**config.mk**
```make
export PLATFORM = sky130hd
export DESIGN_NAME = pse_ram
export DESIGN_NICKNAME = d
export VERILOG_FILES = /design/src/pse_ram.sv
export SDC_FILE = /design/constraint.sdc
export NUM_CORES = 2
export LEC_CHECK = 0
export BUFFER_PORTS_ARGS = -buffer_cell sky130_fd_sc_hd__buf_2
export CORE_MARGIN = 8
export CORE_UTILIZATION = 60
export DETAILED_ROUTE_END_ITERATION = 8
export PLACE_DENSITY = 0.76
export SLEW_MARGIN = 10
export SYNTH_ARGS = -nofsm -noshare
export SYNTH_HDL_FRONTEND = slang
export SYNTH_SLANG_ARGS = --single-unit
```
**constraint.sdc**
```tcl
create_clock -name clk -period 4.6 [get_ports clk]
set_clock_uncertainty 0.15 [all_clocks]
set_input_delay 0.23 -clock clk [delete_from_list [all_inputs] [get_ports clk]]
set_output_delay 0.23 -clock clk [all_outputs]
set_load 0.02 [all_outputs]
```
**src/pse_ram.sv**
```systemverilog
// ----------------------------------------------------------------------------
// pse_ram: generic single-port RAM
// One write or read address per cycle, registered read data.
// ----------------------------------------------------------------------------
module pse_ram #(
  parameter int WIDTH = 32,
  parameter int DEPTH = 64
) (
  input  logic                     clk,
  input  logic                     we,
  input  logic [$clog2(DEPTH)-1:0] addr,
  input  logic [WIDTH-1:0]         wdata,
  output logic [WIDTH-1:0]         rdata
);
  logic [WIDTH-1:0] mem [DEPTH];

  always_ff @(posedge clk) begin
    if (we) begin
      mem[addr] <= wdata;
    end
    rdata <= mem[addr];
  end
endmodule

```
==> impl_results.md <==
* Status: finished clean
* CTS tree: yes
* Gpl congestion at 0.8737
* Die Ht at 378.7 um
* WL final at 206300 um
* Rows at 133
* Pwr Total at 0.03883 W
* Hold path start: wdata[29]
* CTS H-tree depth at 4
* # nets final at 4494
* Max-slew headroom at 13.75%
* CORE AREA at 0.1310 mm^2
* Register area share after synthesis at 78.73%
* Total track usage at 28.48%
* Maxcap violations at 0
* Final Critical Period at 3188 ps
* Data arrival, critical path at 3690 ps
* Post-synth top cells: 2048 x edfxtp_1, 259 x mux2i_1, 188 x a22oi_1
* Largest net degree at the start of global routing at 101
* PostCTS Resize Cnt at 0
* HP Class: input pin to flip-flop
* FFs w/ async S/R, synth at 0%
* DR pass1 iterations at 6
* Number of distinct library cells after synthesis at 56
* Hold depth at 1
* Power density over the cells at 434.6 mW/mm^2
* Initial DRC count at 6737
* Vias in the first global route at 43620
* Initial antenna violation count at 11
* Synth-to-Final Area Change at 13.19%
* Number of synthesized register bits at 2080
* CP startpoint kind: input pin
* Clk sinks at 2080
* Worst Reg-to-Reg Cells at 5
* Synthesis Warnings at 0
* Max-slew violations at 0
* Die ar. at 0.1434 mm^2
* Share of cells above drive strength 1 at 19.41%
* Synth area leader: edfxtp_1
* Io pins at 72
* RSZ-0062 raised after global routing: no
* Clock Latency Late Sink at 830 ps
* Global route total overflow at 0
* Most used flip-flop cell after synthesis: edfxtp_1
* CP Data Required Time at 5100 ps
* RR Startpoint: mem[17][7]$_DFFE_PP_
* Total CTS buffers at 195
* Routed vias at 44310
* Lkg Pwr at 28.93 nW
* Mapped Avg Cell Area at 18.62 um^2
* Final Hold Fails at 0
* Root Driver: clkbuf_16
* Clock transition at path regs at 60 ps
* Post-layout util at 68.22%
* # setup viols final at 0
* Residual DRC at 0
* Synth Net Count at 4279
* Post-synth EDFFs at 2048
* Synth Cell Area at 0.07893 mm^2
* PortBufs at 71
* Post-DP HPWL at 117600 um
* CP Capture Type: flip-flop
* Top post-synthesis cells by area: edfxtp_1 78%, mux2i_1 3.3%, mux4_2 2.7%, mux2_2 2.1%, a221oi_1 1.9%
* Tcrit/Tclk final at 69.30%
* Max Buffers Root-to-Sink at 3
* Critical-path maximum fanout at 24
* Endpoint, Worst Hold: mem[17][29]$_DFFE_PP_
* Post-synth top area share at 77.92%
* First-pass GRT wire length at 298600 um
* Critical path type: input pin to flip-flop
* Post-synthesis instance total at 4239
* Horiz. Die Dim at 378.7 um
* Reg2Reg Setup Slack at 1560 ps
* Worst-Margin Slew at 1294 ps
* R2R Path End: rdata[7]$_DFF_P_
* WL/cell at 32.32 um
* Setup tns final at 0 ps
* Initial Utilization at 60.27%
* Peak supply drop at 0.4434 mV
* DR vias/cell at 6.942
* Final ANT Viol Nets at 0
* Top-count cell post-synth: edfxtp_1
* Fmax at 0.3137 GHz
final cells by class:
cell class / instances / area (um^2)
diodes: 6 / 15.01
clock buffers: 260 / 5340
clock inverters: 104 / 902.1
fillers: 8037 / 41620
inverters: 2 / 15.01
multi-input cells: 1859 / 16050
flip-flops and latches: 2080 / 62140
well taps: 1755 / 2196
repair buffers: 316 / 2680
cell usage in the layout (no fill, tap or decap), types with 67 or more instances in the layout:
cell       synthesis  routed
a21oi_1          121     121
a221oi_1         175     175
a22oi_1          188     188
and3_1            85      85
buf_2             83      68
buf_4              8     187
clkbuf_16          0     200
edfxtp_1        2048    2048
mux2_2           147     147
mux2i_1          259     259
mux4_2            96      96
nor2_1           145      76
nor2_4             0      67
o21ai_0           84      84
o22a_1            70      70
o22ai_1           93      93
routing by layer:
metal	up-vias	global-route usage, %	wire length, um
li1	18070	-	-
met1	22370	38.22	73300
met2	3301	44.69	96200
met3	561	5.960	24850
met4	4	14.43	11910
met5	-	0	21
worst max-delay path, stage by stage:
cell,delay [ps]
dlygate4sd3_1,590
buf_2,270
nand3_2,610
buf_4,520
a21oi_1,70
or4b_1,690
or4_1,680
per-stage QoR:
| step | worst slack, ps | instances | cell area [um^2] | hold WS (ps) |
|---|---|---|---|---|
| final | 1412 | 6382 | 89340 | 56.04 |
| after global routing | 1445 | 6376 | 89320 | 70.87 |
| after CTS | 1499 | 6376 | 89320 | 9.678 |
| after detailed placement | 891.6 | 5985 | 82810 | 479.5 |
| after global placement | 732.7 | 5985 | 82810 | 453.1 |
| after floorplan | 981.3 | 4239 | 78930 | 178.9 |
cell families after synthesis:
logic type	synth area share, %
buffers and inverters	1.682
flip-flops	78.73
AND/OR/NAND/NOR	2.806
AO/OA/AOI/OAI	8.662
multiplexers	8.121
state kept, by name, indices dropped and copies added, names as in the netlist:
name   count
mem     2048
rdata     32
timing repair:
action / in CTS / in global routing
buffers inserted: 0 / 0
hold buffers: 27 / 0
endpoints found under the hold margin: 1081 / 0
where the power goes:
group	internal (W)	switching [W]	leakage, nW	total (W)
logic	0.000642	0.00142	7.17	0.00206
clock network	0.00893	0.00677	3.07	0.0157
registers	0.0210	0.0000847	18.7	0.0211
worst max-delay path by stage:
stage	slack, ps	from	to
4_1_cts	1500	addr[4]	rdata[7]$_DFF_P_
6_report	1410	addr[4]	rdata[7]$_DFF_P_
3_3_place_gp	730	addr[2]	rdata[16]$_DFF_P_
5_1_grt	1450	addr[4]	rdata[7]$_DFF_P_
2_1_floorplan	980	addr[2]	mem[15][0]$_DFFE_PP_
3_5_place_dp	890	addr[1]	rdata[7]$_DFF_P_
No activity file was read; power rests on OpenSTA's default activity.
