--- src/pse_pkg.sv ---
// ----------------------------------------------------------------------------
// pse_pkg: shared types and constants of the postfix stack evaluator
// Request and result structs, command, operator and status codes.
// ----------------------------------------------------------------------------
package pse_pkg;

  localparam int VAL_W  = 32;
  localparam int NUM_VARS = 6;
  localparam logic signed [VAL_W-1:0] Q_ONE = 32'sd65536;
  localparam logic signed [VAL_W-1:0] SAT_MAX = 32'sh7fffffff;
  localparam logic signed [VAL_W-1:0] SAT_MIN = 32'sh80000000;

  typedef enum logic [1:0] {
    CMD_LOAD  = 2'd0,
    CMD_OP    = 2'd1,
    CMD_CLEAR = 2'd2,
    CMD_NONE  = 2'd3
  } cmd_t;

  typedef enum logic [2:0] {
    OP_ADD = 3'd0,
    OP_SUB = 3'd1,
    OP_MUL = 3'd2,
    OP_DIV = 3'd3,
    OP_MOD = 3'd4,
    OP_POW = 3'd5,
    OP_RS6 = 3'd6,
    OP_RS7 = 3'd7
  } op_t;

  localparam logic [2:0] ST_OK    = 3'd0;
  localparam logic [2:0] ST_FULL  = 3'd1;
  localparam logic [2:0] ST_FEW   = 3'd2;
  localparam logic [2:0] ST_DIVZ  = 3'd3;
  localparam logic [2:0] ST_SAT   = 3'd4;

  typedef struct packed {
    logic [1:0] command;
    logic [2:0] var_index;
    logic [2:0] op_code;
  } pse_req_t;

  typedef struct packed {
    logic signed [31:0] top_value;
    logic [6:0]         stack_count;
    logic [2:0]         status;
  } pse_res_t;

  // Operation handed to the arithmetic unit.
  typedef struct packed {
    logic start;
    op_t  op;
  } alu_ctl_t;

  // Arithmetic unit completion report.
  typedef struct packed {
    logic done;
    logic sat;
    logic dz;
  } alu_sts_t;

  typedef enum logic [2:0] {
    S_IDLE,
    S_RD_T,
    S_RD_N,
    S_CALC,
    S_WAIT,
    S_RD_TOP,
    S_DONE
  } state_t;

  typedef enum logic [2:0] {
    A_IDLE,
    A_MUL,
    A_DIV,
    A_POW_MUL,
    A_FIN
  } alu_state_t;

  function automatic logic signed [31:0] sat64(input logic signed [63:0] v,
                                               output logic sat);
    sat = 1'b0;
    if (v > 64'sd2147483647) begin
      sat = 1'b1;
      return SAT_MAX;
    end
    if (v < -64'sd2147483648) begin
      sat = 1'b1;
      return SAT_MIN;
    end
    return v[31:0];
  endfunction

endpackage

--- src/pse_alu.sv ---
// ----------------------------------------------------------------------------
// pse_alu: shared Q16.16 arithmetic unit
// Add/sub in one step, one 32x32 multiplier reused for mul and pow,
// restoring divider one quotient bit per cycle for div and mod.
// ----------------------------------------------------------------------------
module pse_alu #(
  parameter int MAX_EXPONENT = 31
) (
  input  logic              clk,
  input  logic              rst_n,
  input  pse_pkg::alu_ctl_t ctl,
  input  logic signed [31:0] n_val,
  input  logic signed [31:0] t_val,
  output pse_pkg::alu_sts_t sts,
  output logic signed [31:0] result
);
  import pse_pkg::*;

  localparam int EXP_W = $clog2(MAX_EXPONENT + 1) + 1;

  alu_state_t st_r, st_nxt;
  op_t        op_r;
  logic signed [31:0] n_r, acc_r, acc_nxt;
  logic       sat_r, sat_nxt, dz_r, dz_nxt;
  logic [EXP_W-1:0] exp_r, exp_nxt;
  logic signed [63:0] prod_r;
  logic       prod_v_r;
  // Divider: unsigned magnitudes, 48-bit dividend.
  logic [47:0] dvd_r, dvd_nxt;
  logic [32:0] rem_r, rem_nxt;
  logic [31:0] dvs_r, dvs_nxt;
  logic [5:0]  cnt_r, cnt_nxt;
  logic        neg_r, neg_nxt;

  logic signed [63:0] add_w, sub_w, shifted;
  logic signed [31:0] sat_v, add_s, sub_s;
  logic sat_f, sat_a, sat_b;
  logic signed [15:0] ti, ni;
  logic [15:0] ti_mag, ni_mag;
  logic [32:0] trial;
  logic [47:0] qmag;
  logic signed [63:0] qsigned;
  logic [31:0] t_mag;
  logic signed [31:0] t_int;

  always_comb begin
    add_w = 64'(n_val) + 64'(t_val);
    sub_w = 64'(n_val) - 64'(t_val);
    add_s = sat64(add_w, sat_a);
    sub_s = sat64(sub_w, sat_b);
    shifted = prod_r >>> 16;
    sat_v = sat64(shifted, sat_f);
    // Integer parts, truncated toward zero.
    t_int = t_val / 32'sd65536;
    ti = t_int[15:0];
    ni = 16'(n_val / 32'sd65536);
    ti_mag = ti[15] ? 16'(-ti) : ti;
    ni_mag = ni[15] ? 16'(-ni) : ni;
    t_mag = t_val[31] ? 32'(-t_val) : 32'(t_val);
    trial = {rem_r[31:0], dvd_r[47]} - {1'b0, dvs_r};
    qmag = dvd_r;
    qsigned = neg_r ? -$signed({16'd0, qmag}) : $signed({16'd0, qmag});
  end

  always_ff @(posedge clk) begin
    prod_r <= 64'(n_r) * 64'(acc_r);
    if (st_r == A_IDLE) begin
      n_r <= n_val;
      op_r <= ctl.op;
    end
    acc_r <= acc_nxt;
    sat_r <= sat_nxt;
    dz_r  <= dz_nxt;
    exp_r <= exp_nxt;
    dvd_r <= dvd_nxt;
    rem_r <= rem_nxt;
    dvs_r <= dvs_nxt;
    cnt_r <= cnt_nxt;
    neg_r <= neg_nxt;
  end

  always_ff @(posedge clk) begin
    if (!rst_n) begin
      st_r <= A_IDLE;
      prod_v_r <= 1'b0;
    end else begin
      st_r <= st_nxt;
      prod_v_r <= (st_nxt == A_MUL || st_nxt == A_POW_MUL) && !prod_v_r
                  && (st_r == st_nxt);
    end
  end

  always_comb begin
    st_nxt = st_r;
    acc_nxt = acc_r;
    sat_nxt = sat_r;
    dz_nxt = dz_r;
    exp_nxt = exp_r;
    dvd_nxt = dvd_r;
    rem_nxt = rem_r;
    dvs_nxt = dvs_r;
    cnt_nxt = cnt_r;
    neg_nxt = neg_r;
    unique case (st_r)
      A_IDLE: begin
        if (ctl.start) begin
          sat_nxt = 1'b0;
          dz_nxt = 1'b0;
          unique case (ctl.op)
            OP_ADD: begin
              acc_nxt = add_s;
              sat_nxt = sat_a;
              st_nxt = A_FIN;
            end
            OP_SUB: begin
              acc_nxt = sub_s;
              sat_nxt = sat_b;
              st_nxt = A_FIN;
            end
            OP_MUL: begin
              acc_nxt = t_val;
              st_nxt = A_MUL;
            end
            OP_DIV: begin
              if (t_val == 32'sd0) begin
                dz_nxt = 1'b1;
                st_nxt = A_FIN;
              end else begin
                dvd_nxt = {(n_val[31] ? 32'(-n_val) : 32'(n_val)), 16'd0};
                dvs_nxt = t_mag;
                neg_nxt = n_val[31] ^ t_val[31];
                rem_nxt = '0;
                cnt_nxt = 6'd48;
                st_nxt = A_DIV;
              end
            end
            OP_MOD: begin
              if (ti == 16'sd0) begin
                dz_nxt = 1'b1;
                st_nxt = A_FIN;
              end else begin
                dvd_nxt = {ni_mag, 32'd0};
                dvs_nxt = {16'd0, ti_mag};
                neg_nxt = ni[15];
                rem_nxt = '0;
                cnt_nxt = 6'd16;
                st_nxt = A_DIV;
              end
            end
            OP_POW: begin
              acc_nxt = Q_ONE;
              if (t_int <= 32'sd0) begin
                st_nxt = A_FIN;
              end else begin
                exp_nxt = (t_int > 32'(MAX_EXPONENT)) ? EXP_W'(MAX_EXPONENT)
                                                     : EXP_W'(t_int);
                st_nxt = A_POW_MUL;
              end
            end
            default: st_nxt = A_FIN;
          endcase
        end
      end
      A_MUL: begin
        if (prod_v_r) begin
          acc_nxt = sat_v;
          sat_nxt = sat_f;
          st_nxt = A_FIN;
        end
      end
      A_POW_MUL: begin
        if (prod_v_r) begin
          acc_nxt = sat_v;
          sat_nxt = sat_r | sat_f;
          exp_nxt = exp_r - EXP_W'(1);
          if (exp_r == EXP_W'(1)) begin
            st_nxt = A_FIN;
          end
        end
      end
      A_DIV: begin
        if (cnt_r == 6'd0) begin
          if (op_r == OP_DIV) begin
            acc_nxt = sat64(qsigned, sat_nxt);
          end else begin
            acc_nxt = neg_r ? 32'(-$signed({rem_r[15:0], 16'd0}))
                            : $signed({rem_r[15:0], 16'd0});
          end
          st_nxt = A_FIN;
        end else begin
          if (!trial[32]) begin
            rem_nxt = trial;
            dvd_nxt = {dvd_r[46:0], 1'b1};
          end else begin
            rem_nxt = {rem_r[31:0], dvd_r[47]};
            dvd_nxt = {dvd_r[46:0], 1'b0};
          end
          cnt_nxt = cnt_r - 6'd1;
        end
      end
      A_FIN: st_nxt = A_IDLE;
      default: st_nxt = A_IDLE;
    endcase
  end

  assign sts.done = (st_r == A_FIN);
  assign sts.sat  = sat_r;
  assign sts.dz   = dz_r;
  assign result   = acc_r;

`ifndef SYNTHESIS
  a_fin_once: assert property (@(posedge clk) disable iff (!rst_n)
    st_r == A_FIN |=> st_r == A_IDLE) else $error("alu fin stuck");
  a_dz_op: assert property (@(posedge clk) disable iff (!rst_n)
    (st_r == A_FIN && dz_r) |-> (op_r == OP_DIV || op_r == OP_MOD))
    else $error("dz on wrong op");
  a_div_cnt: assert property (@(posedge clk) disable iff (!rst_n)
    (st_r == A_DIV && cnt_r != 6'd0) |=> cnt_r == $past(cnt_r) - 6'd1)
    else $error("div count");
`endif
endmodule

--- config.mk ---
export PLATFORM = sky130hd
export DESIGN_NAME = pse_alu
export DESIGN_NICKNAME = d
export VERILOG_FILES = /design/src/pse_pkg.sv /design/src/pse_alu.sv
export SDC_FILE = /design/constraint.sdc
export NUM_CORES = 2
export LEC_CHECK = 0
export BUFFER_PORTS_ARGS = -buffer_cell sky130_fd_sc_hd__buf_2
export CAP_MARGIN = 20
export CORE_MARGIN = 1
export CORE_UTILIZATION = 40
export CTS_BUF_LIST = sky130_fd_sc_hd__clkbuf_2 sky130_fd_sc_hd__clkbuf_4 sky130_fd_sc_hd__clkbuf_8
export CTS_CLUSTER_SIZE = 25
export DETAILED_ROUTE_END_ITERATION = 7
export PLACE_DENSITY_LB_ADDON = 0.08
export SLEW_MARGIN = 10
export SYNTH_ARGS = -nofsm -noshare
export SYNTH_HDL_FRONTEND = slang
export SYNTH_SLANG_ARGS = --single-unit
--- constraint.sdc ---
create_clock -name clk -period 17.25 [get_ports clk]
set_input_delay 4.3125 -clock clk [delete_from_list [all_inputs] [get_ports clk]]
set_output_delay 4.3125 -clock clk [all_outputs]
set_load 0.005 [all_outputs]
==> impl_metrics.prom <==
# TYPE chip_impl_metric gauge
chip_impl_metric{name="post_synth_num_cell_types",unit=""} 84
chip_impl_metric{name="cts.path.max_buffers",unit=""} 3
chip_impl_metric{name="final_worst_path_period_share",unit=""} 0.5713
chip_impl_metric{name="final_util",unit=""} 0.4302
chip_impl_info{name="setup.worst_path.class",value="reg -> reg"} 1
chip_impl_metric{name="critical_path.max_fanout",unit=""} 17
chip_impl_metric{name="ant_nets",unit=""} 0
chip_impl_metric{name="layout.area.seq",unit="mm²"} 0.006867
chip_impl_metric{name="syn-instance-count",unit=""} 6262
chip_impl_metric{name="mappedNetlistNets",unit=""} 7708
chip_impl_metric{name="n_fill_cell",unit=""} 14090
chip_impl_metric{name="finalNetCount",unit=""} 7635
chip_impl_metric{name="flow.area_growth_from_synthesis",unit="%"} 6.220
chip_impl_metric{name="htree_num_levels",unit=""} 2
chip_impl_metric{name="post-place-cells",unit=""} 8000
chip_impl_metric{name="finalSetupTns",unit="ps"} 0
chip_impl_metric{name="finalSetupViolations",unit=""} 0
chip_impl_info{name="synth_flop_cell",value="edfxtp_1"} 1
chip_impl_metric{name="pin_count_of_the_biggest_net_entering_global_routing",unit=""} 69
chip_impl_metric{name="num_rows",unit=""} 136
chip_impl_metric{name="boundaryPins",unit=""} 105
chip_impl_metric{name="detailed_router_s_first_iteration_violation_count",unit=""} 2871
chip_impl_metric{name="worstMarginPinSlew",unit="ps"} 1037
chip_impl_metric{name="syn_avg_cell_area",unit="µm²"} 8.937
chip_impl_info{name="cts_tree",value="built"} 1
chip_impl_metric{name="postCtsResizedCells",unit=""} 0
chip_impl_metric{name="gr-total-overflow",unit=""} 0
chip_impl_metric{name="reg2reg_slack",unit="ps"} 7390
chip_impl_metric{name="start_util",unit=""} 0.4050
chip_impl_metric{name="grt_pass1_wl",unit="mm"} 288.5
chip_impl_info{name="crit_top_cell",value="fa_1"} 1
chip_impl_metric{name="postCtsSetupBuffers",unit=""} 0
chip_impl_metric{name="clock-sinks",unit=""} 246
chip_impl_metric{name="cp.arrival",unit="ps"} 10460
chip_impl_metric{name="drc",unit=""} 0
chip_impl_metric{name="routed_wire_length_per_instance",unit="µm"} 23.09
chip_impl_metric{name="stdcell_count",unit=""} 8096
chip_impl_info{name="rsz0062_at_grt",value="false"} 1
chip_impl_metric{name="synth_seq_cells",unit=""} 246
chip_impl_metric{name="data_required_time_at_the_worst_endpoint",unit="ps"} 17850
chip_impl_metric{name="slew_viol_final",unit=""} 0
chip_impl_info{name="worstSetupStartpoint",value="n_r[9]"} 1
chip_impl_metric{name="achievable_clock_frequency",unit="GHz"} 0.1015
chip_impl_metric{name="fp.dieH",unit="µm"} 376.0
chip_impl_metric{name="cts_made_buffers",unit=""} 47
chip_impl_metric{name="routed-via-count",unit=""} 43450
chip_impl_metric{name="total_die_area",unit="mm²"} 0.1414
chip_impl_info{name="outcome",value="finished clean"} 1
chip_impl_metric{name="fp.coreArea",unit="mm²"} 0.1382
chip_impl_metric{name="cts-hold-fix-buffers",unit=""} 0
chip_impl_metric{name="ys_seq_area_frac",unit=""} 0.1227
chip_impl_metric{name="number_of_flops_mapped_to_enable_cells_by_yosys",unit=""} 194
chip_impl_metric{name="hold_viol_final",unit=""} 0
chip_impl_info{name="worstHoldPathType",value="reg -> reg"} 1
chip_impl_metric{name="place.detailed.hpwl",unit="mm"} 145.9
chip_impl_info{name="timing.critical_path.to_type",value="register"} 1
chip_impl_metric{name="route.detailed.vias_per_inst",unit=""} 5.367
chip_impl_metric{name="detailedRoute.firstPassIterationCount",unit=""} 7
chip_impl_metric{name="cts.reportedPaths.clkPinSlew",unit="ps"} 70
chip_impl_metric{name="synth_area",unit="mm²"} 0.05596
chip_impl_metric{name="drive_above_1_share",unit=""} 0.05395
chip_impl_metric{name="antenna_found_initial",unit=""} 17
chip_impl_info{name="timing.rr.end",value="prod_r[62]"} 1
chip_impl_info{name="timing.critical_path.to",value="prod_r[62]"} 1
chip_impl_info{name="reg2reg_from",value="n_r[9]"} 1
chip_impl_info{name="crit_path_top_delay_cell",value="edfxtp_1"} 1
chip_impl_metric{name="multi_input_area",unit="mm²"} 0.04330
chip_impl_metric{name="max_cap_violations",unit=""} 0
chip_impl_metric{name="io_buffer_count",unit=""} 104
chip_impl_info{name="clock-root-buffer",value="clkbuf_8"} 1
chip_impl_metric{name="r2r_cells",unit=""} 25
chip_impl_metric{name="routed_wirelength",unit="mm"} 186.9
chip_impl_metric{name="final.setup_skew",unit="ps"} 41.41
chip_impl_metric{name="groute.usage.overall",unit=""} 0.2702
chip_impl_metric{name="clock_latency",unit="ps"} 670
chip_impl_metric{name="yosys_warnings",unit=""} 0
chip_impl_metric{name="asyncSetResetFlopFracSynth",unit=""} 0
chip_impl_metric{name="max_stage_delay",unit="ps"} 1000
chip_impl_metric{name="finalWeightedCongestion",unit=""} 0.9543
chip_impl_metric{name="dp_worst_setup_slack",unit="ps"} 7216
chip_impl_metric{name="grt_pass1_vias",unit=""} 45300
chip_impl_metric{name="max-slew-margin-rel",unit=""} 0.2906
chip_impl_metric{name="min_period",unit="ps"} 9856
chip_impl_metric{name="final_critical_path_setup_slack",unit="ps"} 7394
chip_impl_info{name="startpoint_kind_of_the_worst_setup_timing_path",value="register"} 1
chip_impl_metric{name="chipWidth",unit="µm"} 376.0
## layout make-up
type,count,area share
Inverter,1231,0.07773
Multi-Input combinational cell,4454,0.7283
Clock buffer,81,0.01591
Sequential cell,246,0.1155
Clock inverter,7,0.0009893
Antenna cell,5,0.0002105
Tap cell,1863,0.03921
Timing Repair Buffer,209,0.02210
## registers in the layout, indices dropped and copies added, names as in the netlist
signal / flops
result: 32
rem_r: 32
st_r: 3
cnt_r: 6
n_r: 32
exp_r: 6
neg_r: 1
prod_v_r: 1
sat_r: 1
op_r: 3
dz_r: 1
dvs_r: 32
prod_r: 48
dvd_r: 48
## cells in the mapped netlist (9+ instances only)
cell type | count | share of area
a2111oi_0 | 11 | 0.0017
a211oi_1 | 36 | 0.0048
a21boi_0 | 10 | 0.0013
a21o_1 | 61 | 0.0082
a21oi_1 | 251 | 0.022
a221oi_1 | 12 | 0.0019
a22oi_1 | 12 | 0.0016
a311oi_1 | 11 | 0.0017
a31oi_1 | 22 | 0.0025
and2_1 | 529 | 0.059
and3_1 | 26 | 0.0029
and4_1 | 12 | 0.0019
buf_1 | 12 | 0.00080
clkbuf_1 | 309 | 0.021
dfxtp_1 | 52 | 0.019
edfxtp_1 | 194 | 0.10
fa_1 | 1084 | 0.39
ha_1 | 292 | 0.065
inv_1 | 1226 | 0.082
mux2i_1 | 9 | 0.0016
nand2_1 | 730 | 0.049
nand2b_1 | 40 | 0.0045
nand3_1 | 58 | 0.0052
nand4_1 | 47 | 0.0053
nor2_1 | 204 | 0.014
nor2b_1 | 55 | 0.0061
nor3_1 | 88 | 0.0079
nor4_1 | 31 | 0.0035
o211ai_1 | 32 | 0.0043
o21a_1 | 26 | 0.0035
o21ai_0 | 170 | 0.015
o21bai_1 | 24 | 0.0032
o221ai_1 | 22 | 0.0034
o22ai_1 | 9 | 0.0010
o31ai_1 | 75 | 0.010
o41ai_1 | 14 | 0.0022
or2_2 | 11 | 0.0012
or3_1 | 23 | 0.0026
or4_1 | 23 | 0.0031
xnor2_1 | 200 | 0.031
xor2_1 | 77 | 0.012
## how the worst min path moves through the flow
| stage | from | end | cells past startpoint |
|---|---|---|---|
| 2_1_floorplan | prod_v_r | prod_v_r | 1 |
| 3_3_place_gp | cnt_r[0] | cnt_r[0] | 1 |
| 3_5_place_dp | cnt_r[0] | cnt_r[0] | 1 |
| 4_1_cts | cnt_r[0] | cnt_r[0] | 1 |
| 5_1_grt | cnt_r[0] | cnt_r[0] | 1 |
| 6_report | cnt_r[0] | cnt_r[0] | 1 |
## placed cells by master, fill, tap and decap left out, types with 58 or more instances in the layout
cell type,instances
o31ai_1,74
a21oi_1,251
xor2_1,76
buf_2,104
nand3_1,58
ha_1,292
fa_1,1084
and2_1,528
o21ai_0,169
a21o_1,61
buf_4,104
inv_1,1226
nor2_1,203
nor3_1,85
nand2_1,729
xnor2_1,199
edfxtp_1,194
## critical path, delay by kind of cell, from the launching register on
family	cells	cell delay (ps)
buffers and inverters	5	600
adders and majority gates	9	4150
and+or+nand+nor	3	980
DFF	1	1000
AOI/OAI and AO/OA	8	3020
## metrics by stage
step           hold WS (ps)  instance area, µm²
2_1_floorplan         464.7               55960
3_3_place_gp          578.7               58400
3_5_place_dp          576.6               58400
4_1_cts               585.1               59400
5_1_grt               592.8               59440
6_report              585.3               59440
## metal layers
layer / track usage / vias up / part of all wire
li1: - / 19510 / -
met1: 0.3813 / 22490 / 0.45
met2: 0.4367 / 1188 / 0.46
met3: 0.02866 / 256 / 0.050
met4: 0.08191 / 8 / 0.037
met5: 0 / - / 0.00026
## logic make-up (layout without fill, tap and decap cells)
kind of cell | after synthesis | count (layout) | synth area share
AND/OR/NAND/NOR | 1908 | 1908 | 0.1706
buffers and inverters | 1562 | 1528 | 0.1052
adder cells (fa/ha/maj) | 1376 | 1376 | 0.4530
AO/OA/AOI/OAI | 882 | 882 | 0.1031
XOR/XNOR | 277 | 277 | 0.04335
flip-flops | 246 | 246 | 0.1227
multiplexers | 11 | 11 | 0.002012
other | 0 | 5 | 0
Power is left out: the tool's default activity adds up to more than one toggle a clock period on the data nets, which glitch-free logic cannot reach.
